File: src/ostt_pkg.sv
// ostt_pkg: shared types, codes and sizes of the one-shot timer table
// no dependencies
`default_nettype none

package ostt_pkg;

	localparam int TIME_W          = 48;
	localparam int DELAY_W         = 32;
	localparam int OWNER_W         = 16;
	localparam int ARG_W           = 32;
	localparam int ACT_W           = 3;
	localparam int KIND_W          = 3;
	localparam int SLOT_W          = 6;
	localparam int MAX_RESULTS     = 32;
	localparam int TABLE_DEPTH_DEF = 32;

	localparam logic [ACT_W-1:0] ACT_SET          = 3'd0;
	localparam logic [ACT_W-1:0] ACT_CANCEL_OWNER = 3'd1;
	localparam logic [ACT_W-1:0] ACT_CANCEL_FIRST = 3'd2;
	localparam logic [ACT_W-1:0] ACT_CANCEL_ALL   = 3'd3;
	localparam logic [ACT_W-1:0] ACT_TICK         = 3'd4;

	localparam logic [KIND_W-1:0] KIND_SET_OK       = 3'd0;
	localparam logic [KIND_W-1:0] KIND_FULL         = 3'd1;
	localparam logic [KIND_W-1:0] KIND_CANCEL_FOUND = 3'd2;
	localparam logic [KIND_W-1:0] KIND_CANCEL_NONE  = 3'd3;
	localparam logic [KIND_W-1:0] KIND_EXPIRED      = 3'd4;
	localparam logic [KIND_W-1:0] KIND_TICK_NONE    = 3'd5;

	typedef struct packed {
		logic [ACT_W-1:0]          action;
		logic [DELAY_W-1:0]        delay_ms;
		logic [OWNER_W-1:0]        owner_id;
		logic signed [ARG_W-1:0]   arg_one;
		logic signed [ARG_W-1:0]   arg_two;
	} req_t;

	typedef struct packed {
		logic [KIND_W-1:0]         kind;
		logic [SLOT_W-1:0]         slot;
		logic [OWNER_W-1:0]        fired_owner;
		logic signed [ARG_W-1:0]   fired_arg_one;
		logic signed [ARG_W-1:0]   fired_arg_two;
		logic                      last;
	} rsp_t;

	typedef struct packed {
		logic [TIME_W-1:0]  expiry;
		logic [OWNER_W-1:0] owner;
		logic [ARG_W-1:0]   first;
		logic [ARG_W-1:0]   second;
	} entry_t;

	typedef struct packed {
		logic match;
		logic expired;
	} cmp_out_t;

	typedef enum logic [2:0] {
		ST_IDLE,
		ST_SET,
		ST_READ,
		ST_CHECK,
		ST_DONE
	} state_t;

endpackage

`default_nettype wire

File: src/ostt_entry_mem.sv
// ostt_entry_mem: timer entry storage, one write and one registered read port
// depends on ostt_pkg
`default_nettype none

module ostt_entry_mem
	import ostt_pkg::*;
#(
	parameter int DEPTH = TABLE_DEPTH_DEF,
	parameter int AW    = 5
) (
	input  wire logic          clk,
	input  wire logic          we,
	input  wire logic [AW-1:0] waddr,
	input  wire entry_t        wdata,
	input  wire logic          re,
	input  wire logic [AW-1:0] raddr,
	output entry_t             rdata
);

	entry_t mem_q [DEPTH];
	entry_t rdata_q;

	always_ff @(posedge clk) begin
		if (we) begin
			mem_q[waddr] <= wdata;
		end
		if (re) begin
			rdata_q <= mem_q[raddr];
		end
	end

	assign rdata = rdata_q;

endmodule

`default_nettype wire

File: src/ostt_cmp_unit.sv
// ostt_cmp_unit: shared compare unit, key match and expiry test for one entry
// depends on ostt_pkg
`default_nettype none

module ostt_cmp_unit
	import ostt_pkg::*;
(
	input  wire logic [ACT_W-1:0]  action,
	input  wire logic [OWNER_W-1:0] owner,
	input  wire logic [ARG_W-1:0]  first,
	input  wire logic [ARG_W-1:0]  second,
	input  wire logic [TIME_W-1:0] now,
	input  wire entry_t            ent,
	output cmp_out_t               res
);

	logic own_eq;
	logic first_eq;
	logic second_eq;

	assign own_eq    = ent.owner == owner;
	assign first_eq  = ent.first == first;
	assign second_eq = ent.second == second;

	always_comb begin
		res.match   = own_eq && (action == ACT_CANCEL_OWNER || first_eq)
			&& (action != ACT_CANCEL_ALL || second_eq);
		res.expired = now >= ent.expiry;
	end

endmodule

`default_nettype wire

File: src/one_shot_timer_table.sv
// one_shot_timer_table: sequencer, live bits and time counter of the timer table
// depends on ostt_pkg, ostt_entry_mem, ostt_cmp_unit
//
// channel  | signals                      | payload
// req      | req_valid, req_ready, req    | req_t: action, delay, owner, arguments
// rsp      | rsp_valid, rsp_ready, rsp    | rsp_t: kind, slot, fired fields, last
//
// set: steps over each occupied slot below the first free one, then writes there
// cancel and tick: step over each free slot, read and then check each live slot
// (single registered read port of the entry memory), then emit the final result
// req_ready is high only while idle; a result waiting in the output register
// does not block the next transfer, the scan stalls only when it must emit
// reset clears live bits, time and control; entry contents need no reset
`default_nettype none

module one_shot_timer_table
	import ostt_pkg::*;
#(
	parameter int TABLE_DEPTH = TABLE_DEPTH_DEF
) (
	input  wire logic clk,
	input  wire logic arst_n,
	input  wire logic req_valid,
	output logic      req_ready,
	input  wire req_t req,
	output logic      rsp_valid,
	input  wire logic rsp_ready,
	output rsp_t      rsp
);

	localparam int AW = (TABLE_DEPTH > 1) ? $clog2(TABLE_DEPTH) : 1;
	localparam int IW = $clog2(TABLE_DEPTH + 1);
	localparam int CW = $clog2(MAX_RESULTS + 1);
	localparam logic [IW-1:0] END_IDX  = IW'(TABLE_DEPTH);
	localparam logic [CW-1:0] LAST_CNT = CW'(MAX_RESULTS - 1);
	localparam logic [CW-1:0] MAX_CNT  = CW'(MAX_RESULTS);

	state_t               state_q, state_d;
	req_t                 req_q;
	logic [IW-1:0]        idx_q;
	logic                 found_q;
	logic                 pend_q;
	logic [CW-1:0]        cnt_q;
	logic [AW-1:0]        pend_slot_q;
	entry_t               pend_ent_q;
	logic [TIME_W-1:0]    now_q;
	logic [TABLE_DEPTH-1:0] live_q;
	logic                 rsp_valid_q;
	rsp_t                 rsp_q;

	logic          acc;
	logic          at_end;
	logic [AW-1:0] slot_idx;
	logic          cur_live;
	logic          out_free;
	logic          is_tick;
	cmp_out_t      hit;
	entry_t        rd_ent;
	entry_t        wr_ent;

	logic mem_re;
	logic mem_we;
	logic idx_inc;
	logic live_set;
	logic live_clr;
	logic found_set;
	logic take;
	logic load_out;
	rsp_t out_d;

	assign req_ready = state_q == ST_IDLE;
	assign acc       = req_valid && req_ready;
	assign at_end    = idx_q == END_IDX;
	assign slot_idx  = idx_q[AW-1:0];
	assign cur_live  = live_q[slot_idx];
	assign out_free  = !rsp_valid_q || rsp_ready;
	assign is_tick   = req_q.action == ACT_TICK;

	always_comb begin
		wr_ent.expiry = now_q + TIME_W'(req_q.delay_ms);
		wr_ent.owner  = req_q.owner_id;
		wr_ent.first  = req_q.arg_one;
		wr_ent.second = req_q.arg_two;
	end

	ostt_entry_mem #(
		.DEPTH(TABLE_DEPTH),
		.AW   (AW)
	) u_mem (
		.clk  (clk),
		.we   (mem_we),
		.waddr(slot_idx),
		.wdata(wr_ent),
		.re   (mem_re),
		.raddr(slot_idx),
		.rdata(rd_ent)
	);

	ostt_cmp_unit u_cmp (
		.action(req_q.action),
		.owner (req_q.owner_id),
		.first (req_q.arg_one),
		.second(req_q.arg_two),
		.now   (now_q),
		.ent   (rd_ent),
		.res   (hit)
	);

	// next state
	always_comb begin
		state_d = state_q;
		case (state_q)
			ST_IDLE: begin
				if (acc) begin
					if (req.action == ACT_SET) begin
						state_d = ST_SET;
					end else if (req.action == ACT_CANCEL_OWNER
						|| req.action == ACT_CANCEL_FIRST
						|| req.action == ACT_CANCEL_ALL
						|| req.action == ACT_TICK) begin
						state_d = ST_READ;
					end
				end
			end
			ST_SET: begin
				if ((at_end || !cur_live) && out_free) begin
					state_d = ST_IDLE;
				end
			end
			ST_READ: begin
				if (at_end) begin
					state_d = ST_DONE;
				end else if (cur_live) begin
					state_d = ST_CHECK;
				end
			end
			ST_CHECK: begin
				if (is_tick && hit.expired) begin
					if (!pend_q || out_free) begin
						state_d = (cnt_q == LAST_CNT) ? ST_DONE : ST_READ;
					end
				end else begin
					state_d = ST_READ;
				end
			end
			ST_DONE: begin
				if (out_free) begin
					state_d = ST_IDLE;
				end
			end
			default: state_d = ST_IDLE;
		endcase
	end

	// sequencer outputs
	always_comb begin
		mem_re    = 1'b0;
		mem_we    = 1'b0;
		idx_inc   = 1'b0;
		live_set  = 1'b0;
		live_clr  = 1'b0;
		found_set = 1'b0;
		take      = 1'b0;
		load_out  = 1'b0;
		out_d     = '0;
		case (state_q)
			ST_SET: begin
				if (at_end) begin
					if (out_free) begin
						load_out   = 1'b1;
						out_d.kind = KIND_FULL;
						out_d.last = 1'b1;
					end
				end else if (!cur_live) begin
					if (out_free) begin
						mem_we     = 1'b1;
						live_set   = 1'b1;
						load_out   = 1'b1;
						out_d.kind = KIND_SET_OK;
						out_d.slot = SLOT_W'(slot_idx);
						out_d.last = 1'b1;
					end
				end else begin
					idx_inc = 1'b1;
				end
			end
			ST_READ: begin
				if (!at_end) begin
					if (cur_live) begin
						mem_re = 1'b1;
					end else begin
						idx_inc = 1'b1;
					end
				end
			end
			ST_CHECK: begin
				if (is_tick) begin
					if (hit.expired) begin
						if (!pend_q || out_free) begin
							take     = 1'b1;
							live_clr = 1'b1;
							idx_inc  = 1'b1;
						end
						if (pend_q && out_free) begin
							load_out            = 1'b1;
							out_d.kind          = KIND_EXPIRED;
							out_d.slot          = SLOT_W'(pend_slot_q);
							out_d.fired_owner   = pend_ent_q.owner;
							out_d.fired_arg_one = pend_ent_q.first;
							out_d.fired_arg_two = pend_ent_q.second;
						end
					end else begin
						idx_inc = 1'b1;
					end
				end else begin
					idx_inc = 1'b1;
					if (hit.match) begin
						live_clr  = 1'b1;
						found_set = 1'b1;
					end
				end
			end
			ST_DONE: begin
				if (out_free) begin
					load_out   = 1'b1;
					out_d.last = 1'b1;
					if (!is_tick) begin
						out_d.kind = found_q ? KIND_CANCEL_FOUND : KIND_CANCEL_NONE;
					end else if (pend_q) begin
						out_d.kind          = KIND_EXPIRED;
						out_d.slot          = SLOT_W'(pend_slot_q);
						out_d.fired_owner   = pend_ent_q.owner;
						out_d.fired_arg_one = pend_ent_q.first;
						out_d.fired_arg_two = pend_ent_q.second;
					end else begin
						out_d.kind = KIND_TICK_NONE;
					end
				end
			end
			default: begin
				out_d = '0;
			end
		endcase
	end

	always_ff @(posedge clk or negedge arst_n) begin
		if (!arst_n) begin
			state_q     <= ST_IDLE;
			idx_q       <= '0;
			found_q     <= 1'b0;
			pend_q      <= 1'b0;
			cnt_q       <= '0;
			now_q       <= '0;
			live_q      <= '0;
			rsp_valid_q <= 1'b0;
		end else begin
			state_q <= state_d;
			if (acc) begin
				idx_q   <= '0;
				found_q <= 1'b0;
				pend_q  <= 1'b0;
				cnt_q   <= '0;
				if (req.action == ACT_TICK) begin
					now_q <= now_q + TIME_W'(1);
				end
			end else begin
				if (idx_inc) begin
					idx_q <= idx_q + IW'(1);
				end
				if (found_set) begin
					found_q <= 1'b1;
				end
				if (take) begin
					pend_q <= 1'b1;
					cnt_q  <= cnt_q + CW'(1);
				end
			end
			if (live_set) begin
				live_q[slot_idx] <= 1'b1;
			end else if (live_clr) begin
				live_q[slot_idx] <= 1'b0;
			end
			if (load_out) begin
				rsp_valid_q <= 1'b1;
			end else if (rsp_ready) begin
				rsp_valid_q <= 1'b0;
			end
		end
	end

	always_ff @(posedge clk) begin
		if (acc) begin
			req_q <= req;
		end
		if (take) begin
			pend_slot_q <= slot_idx;
			pend_ent_q  <= rd_ent;
		end
		if (load_out) begin
			rsp_q <= out_d;
		end
	end

	assign rsp_valid = rsp_valid_q;
	assign rsp       = rsp_q;

`ifndef NO_ASSERTIONS
	a_check_live: assert property (@(posedge clk) disable iff (!arst_n)
		state_q == ST_CHECK |-> live_q[slot_idx])
		else $error("entry compared while not live");
	a_set_free: assert property (@(posedge clk) disable iff (!arst_n)
		mem_we |-> !live_q[slot_idx])
		else $error("set overwrites a live entry");
	a_cnt_max: assert property (@(posedge clk) disable iff (!arst_n)
		cnt_q <= MAX_CNT)
		else $error("expiry count beyond limit");
	a_load_free: assert property (@(posedge clk) disable iff (!arst_n)
		rsp_valid && !rsp_ready |=> !(state_q == ST_IDLE && $past(load_out)) || rsp_valid)
		else $error("result dropped");
	a_pend_cnt: assert property (@(posedge clk) disable iff (!arst_n)
		pend_q |-> cnt_q != '0)
		else $error("pending expiry without count");
`endif

endmodule

`default_nettype wire
File: config.mk
export PLATFORM = sky130hd
export DESIGN_NAME = one_shot_timer_table
export DESIGN_NICKNAME = d
export VERILOG_FILES = /design/src/ostt_pkg.sv /design/src/ostt_entry_mem.sv /design/src/ostt_cmp_unit.sv /design/src/one_shot_timer_table.sv
export SDC_FILE = /design/constraint.sdc
export NUM_CORES = 2
export LEC_CHECK = 0
export ABC_CLOCK_PERIOD_IN_PS = 14100
export BUFFER_PORTS_ARGS = -buffer_cell sky130_fd_sc_hd__buf_2
export CORE_MARGIN = 1.5
export CORE_UTILIZATION = 45
export CTS_CLUSTER_SIZE = 12
export DETAILED_ROUTE_END_ITERATION = 10
export HOLD_SLACK_MARGIN = 0.12
export PLACE_DENSITY = 0.67
export REMOVE_ABC_BUFFERS = 1
export SYNTH_ARGS = -nofsm -noshare
export SYNTH_HDL_FRONTEND = slang
export SYNTH_SLANG_ARGS = --single-unit
File: constraint.sdc
create_clock -name clk -period 14.1 [get_ports clk]
set_clock_uncertainty 0.15 [all_clocks]
set_input_delay 0 -clock clk [delete_from_list [all_inputs] [get_ports clk]]
set_output_delay 0 -clock clk [all_outputs]
set_load 0.05 [all_outputs]
==> flow_summary_export.csv <==
group,metric,value,unit
global_routing,grt_util_all_layers,23.24,%
sta,finalHoldViolCount,0,
worst_setup_path,end_kind,"register",
clocking,cts_sinks,4611,
worst_setup_path,crit_required,14550,ps
global_routing,overflow,0,
final_layout,seqCellArea,0.1380,mm2
worst_hold_path,hp-class,"in2reg",
clocking,cts_hold_buf,303,
final_layout,drive_above_1_share,24.12,%
yosys,synth-seq-area-share,79.25,%
clocking,clock_latency,1000,ps
yosys,synth_edf_count,4513,
power_and_ir_drop,leakage,62.63,nW
yosys,synth_cell_types,77,
yosys,syn_area_per_cell,22.65,um2
clocking,cts_setup_buffers,0,
route,ant_nets,0,
route,vias,86694,
yosys,syn_inst,7688,
global_routing,grt_start_max_net_pins,153,
yosys,dominantRegCellSynth,"edfxtp_1",
sta,tns,0,ps
floorplan,initial_core_util,45.18,%
final_layout,area.growth.synth_to_final,14.21,%
final_layout,nets,8715,
sta,slew_viol_final,0,
clocking,cts-buffers-inserted,449,
sta,fin_crit,6908,ps
power_and_ir_drop,peakVddDrop,0.0001578,V
outcome,outcome,"complete, no violations",
route,drtIter0Drc,11537,
clocking,cts_tree,"done",
clocking,clkTransAtPathRegs,60,ps
sta,relSlewSlack,3.650,%
clocking,cts-root-buf,"clkbuf_16",
job,drv_cap,0,
place,hpwlAfterDp,240300,um
route,wl_per_cell,32.99,um
route,dr.pass1.iters,5,
power_and_ir_drop,finalPower,34.92,mW
sta,setup_violations,0,
floorplan,boundaryPins,211,
final_layout,nFillCells,29292,
yosys,syn_area,0.1741,mm2
worst_setup_path,crit_type,"reg2reg",
floorplan,die_y,625.0,um
route,via_per_inst,6.230,
sta,post-route-period-util,48.99,%
floorplan,design.core.area,0.3854,mm2
worst_setup_path,cp_max_fo,137,
sta,rsz0062_at_grt,"false",
route,finalWirelength,459100,um
yosys,async_reset_ff_share,2.125,%
global_routing,grt_pass1_vias,87038,
final_layout,multi_input_area,0.03518,mm2
worst_setup_path,start_kind,"register",
route,drc,0,
yosys,synth.ff_latch_count,4611,
power_and_ir_drop,power_per_cell_area,175.6,mW/mm2
sta,fmaxAchievable,144.8,MHz
clocking,cts_resized,0,
global_routing,grt_pass1_wl,649400,um
place,portBuffers,209,
floorplan,rows,228,
place,gp_routability_congestion,0.8455,
global_routing,antenna_found_initial,15,
yosys,yosysWarnings,0,
floorplan,chipWidth,625.0,um
clocking,clock_path_buffers,4,
clocking,cts.htree.levels,5,
floorplan,die_area,0.3906,mm2
sta,tightest_slew,1445,ps
worst_setup_path,cp_data_arrival_time,7360,ps
## state kept, by name, indices dropped and copies added, names as in the netlist, named ones only
name / flops
u_mem.mem_q: 4096
u_mem.rdata: 128
req_q: 115
rsp: 89
pend_ent_q: 80
now_q: 48
cnt_q: 6
idx_q: 6
pend_slot_q: 5
state_q: 3
found_q: 1
pend_q: 1
rsp_valid: 1
## placed cells by master (no fill, tap or decap), types with 19 or more instances in the layout
cell and instances:
buf_4 220, xnor2_2 19, dfrtp_1 96, nor2_1 95, inv_1 63, buf_12 22
a22oi_1 513, a21o_1 20, a21oi_1 54, ha_1 86, edfxtp_1 4513, nand3_1 36
xor2_1 64, clkbuf_1 114, clkbuf_16 455, mux4_2 1026, and2_1 87, buf_2 208
clkinv_1 49, nand4_1 163, a31oi_1 33, xnor2_1 70, o21ai_0 25, dlygate4sd3_1 302
nor2_4 34, nand2_1 85
## final timing paths
| path | from | end | slack [ps] | depth (start not counted) |
|---|---|---|---|---|
| worst max-delay path | idx_q[1] | u_mem.mem_q[14][65] | 7190 | 11 |
| worst min-delay path | req[105] | req_q[105] | 170 | 3 |
| worst max register to register | idx_q[1] | u_mem.mem_q[14][65] | 7190 | 11 |
| worst min register to register | u_mem.rdata[49] | pend_ent_q[49] | 320 | 0 |
| max in group asynchronous | arst_n | idx_q[1] | 12180 | 5 |
| min in group asynchronous | arst_n | now_q[25] | 570 | 5 |
## synthesized netlist by cell type (all sizes together) (4+ instances only)
master	n	area share [%]
a211oi	6	0.029
a21oi	55	0.16
mux2i	16	0.092
and4	7	0.035
o211ai	4	0.017
mux4	1026	13
nand2b	10	0.036
edfxtp	4513	78
nand2	86	0.19
and3	17	0.061
and2	90	0.32
ha	86	0.62
xnor2	97	0.49
nor2b	8	0.029
a22o	5	0.025
buf	159	0.37
nor3b	7	0.033
a31oi	33	0.12
a21o	20	0.086
dfrtp	98	1.4
nand3	37	0.11
nor4	19	0.080
clkbuf	224	0.49
nor2	129	0.28
nand4	163	0.59
o22ai	6	0.022
a22oi	513	2.2
o2111ai	4	0.020
xor2	79	0.40
or2	10	0.036
nor3	19	0.077
inv	64	0.14
o21ai	31	0.091
or3	4	0.014
## layout make-up
type,instances,area share (%)
Clock buffer,570,5.948
Sequential cell,4611,69.39
Clock inverter,102,0.4782
Multi-Input combinational cell,2630,17.69
Antenna cell,10,0.01258
Inverter,64,0.1246
Timing Repair Buffer,753,3.101
Tap cell,5175,3.256
## worst max-delay path, cell delays in order (launching register included)
cell	delay, ps
dfrtp_4	950
buf_12	550
mux2_2	430
a32oi_1	210
a31o_2	170
o211ai_1	160
nor4_4	530
nand2_1	160
buf_4	280
nor2_4	900
buf_4	770
buf_4	740
## logic make-up after synthesis
group	count (synthesis)	share of synthesized area [%]
DFF	4611	79.25
muxes	1045	13.38
AOI/OAI and AO/OA	711	2.956
and+or+nand+nor	610	1.906
buffers and inverters	447	0.9924
xor gates and xnor gates	176	0.8854
adders and majority gates	87	0.6295
other	1	0.002154
## per-stage QoR
stage | hold WS, ps | setup WS, ps | instances | utilization (%) | cell area (um2)
2_1_floorplan | -445.6 | -35880 | 7305 | - | 172600
3_3_place_gp | -144.9 | 7286 | 12929 | 47.45 | 182900
3_5_place_dp | -142.9 | 7265 | 12929 | 47.45 | 182900
4_1_cts | 123.1 | 7236 | 13904 | 51.56 | 198700
5_1_grt | 175.5 | 7044 | 13912 | 51.59 | 198800
6_report | 166.3 | 7192 | 13915 | 51.60 | 198900
## where the power goes
group          internal, mW  total [mW]  leakage (nW)  switching, mW
clock network          5.97        10.9          6.17           4.90
registers              16.3        16.9          42.5          0.575
logic                  2.94        7.15          14.0           4.21
total                  25.2        34.9          62.6           9.68
## layer usage
| metal | track usage (%) | up-vias | share of wire, % |
|---|---|---|---|
| met5 | 0 | - | 0.0048 |
| met4 | 8.397 | 4 | 3.8 |
| met3 | 3.696 | 773 | 9.4 |
| met2 | 37.16 | 5178 | 48 |
| met1 | 32.61 | 46524 | 39 |
| li1 | - | 34215 | - |
Note: power is estimated with default switching activity, not from simulation.
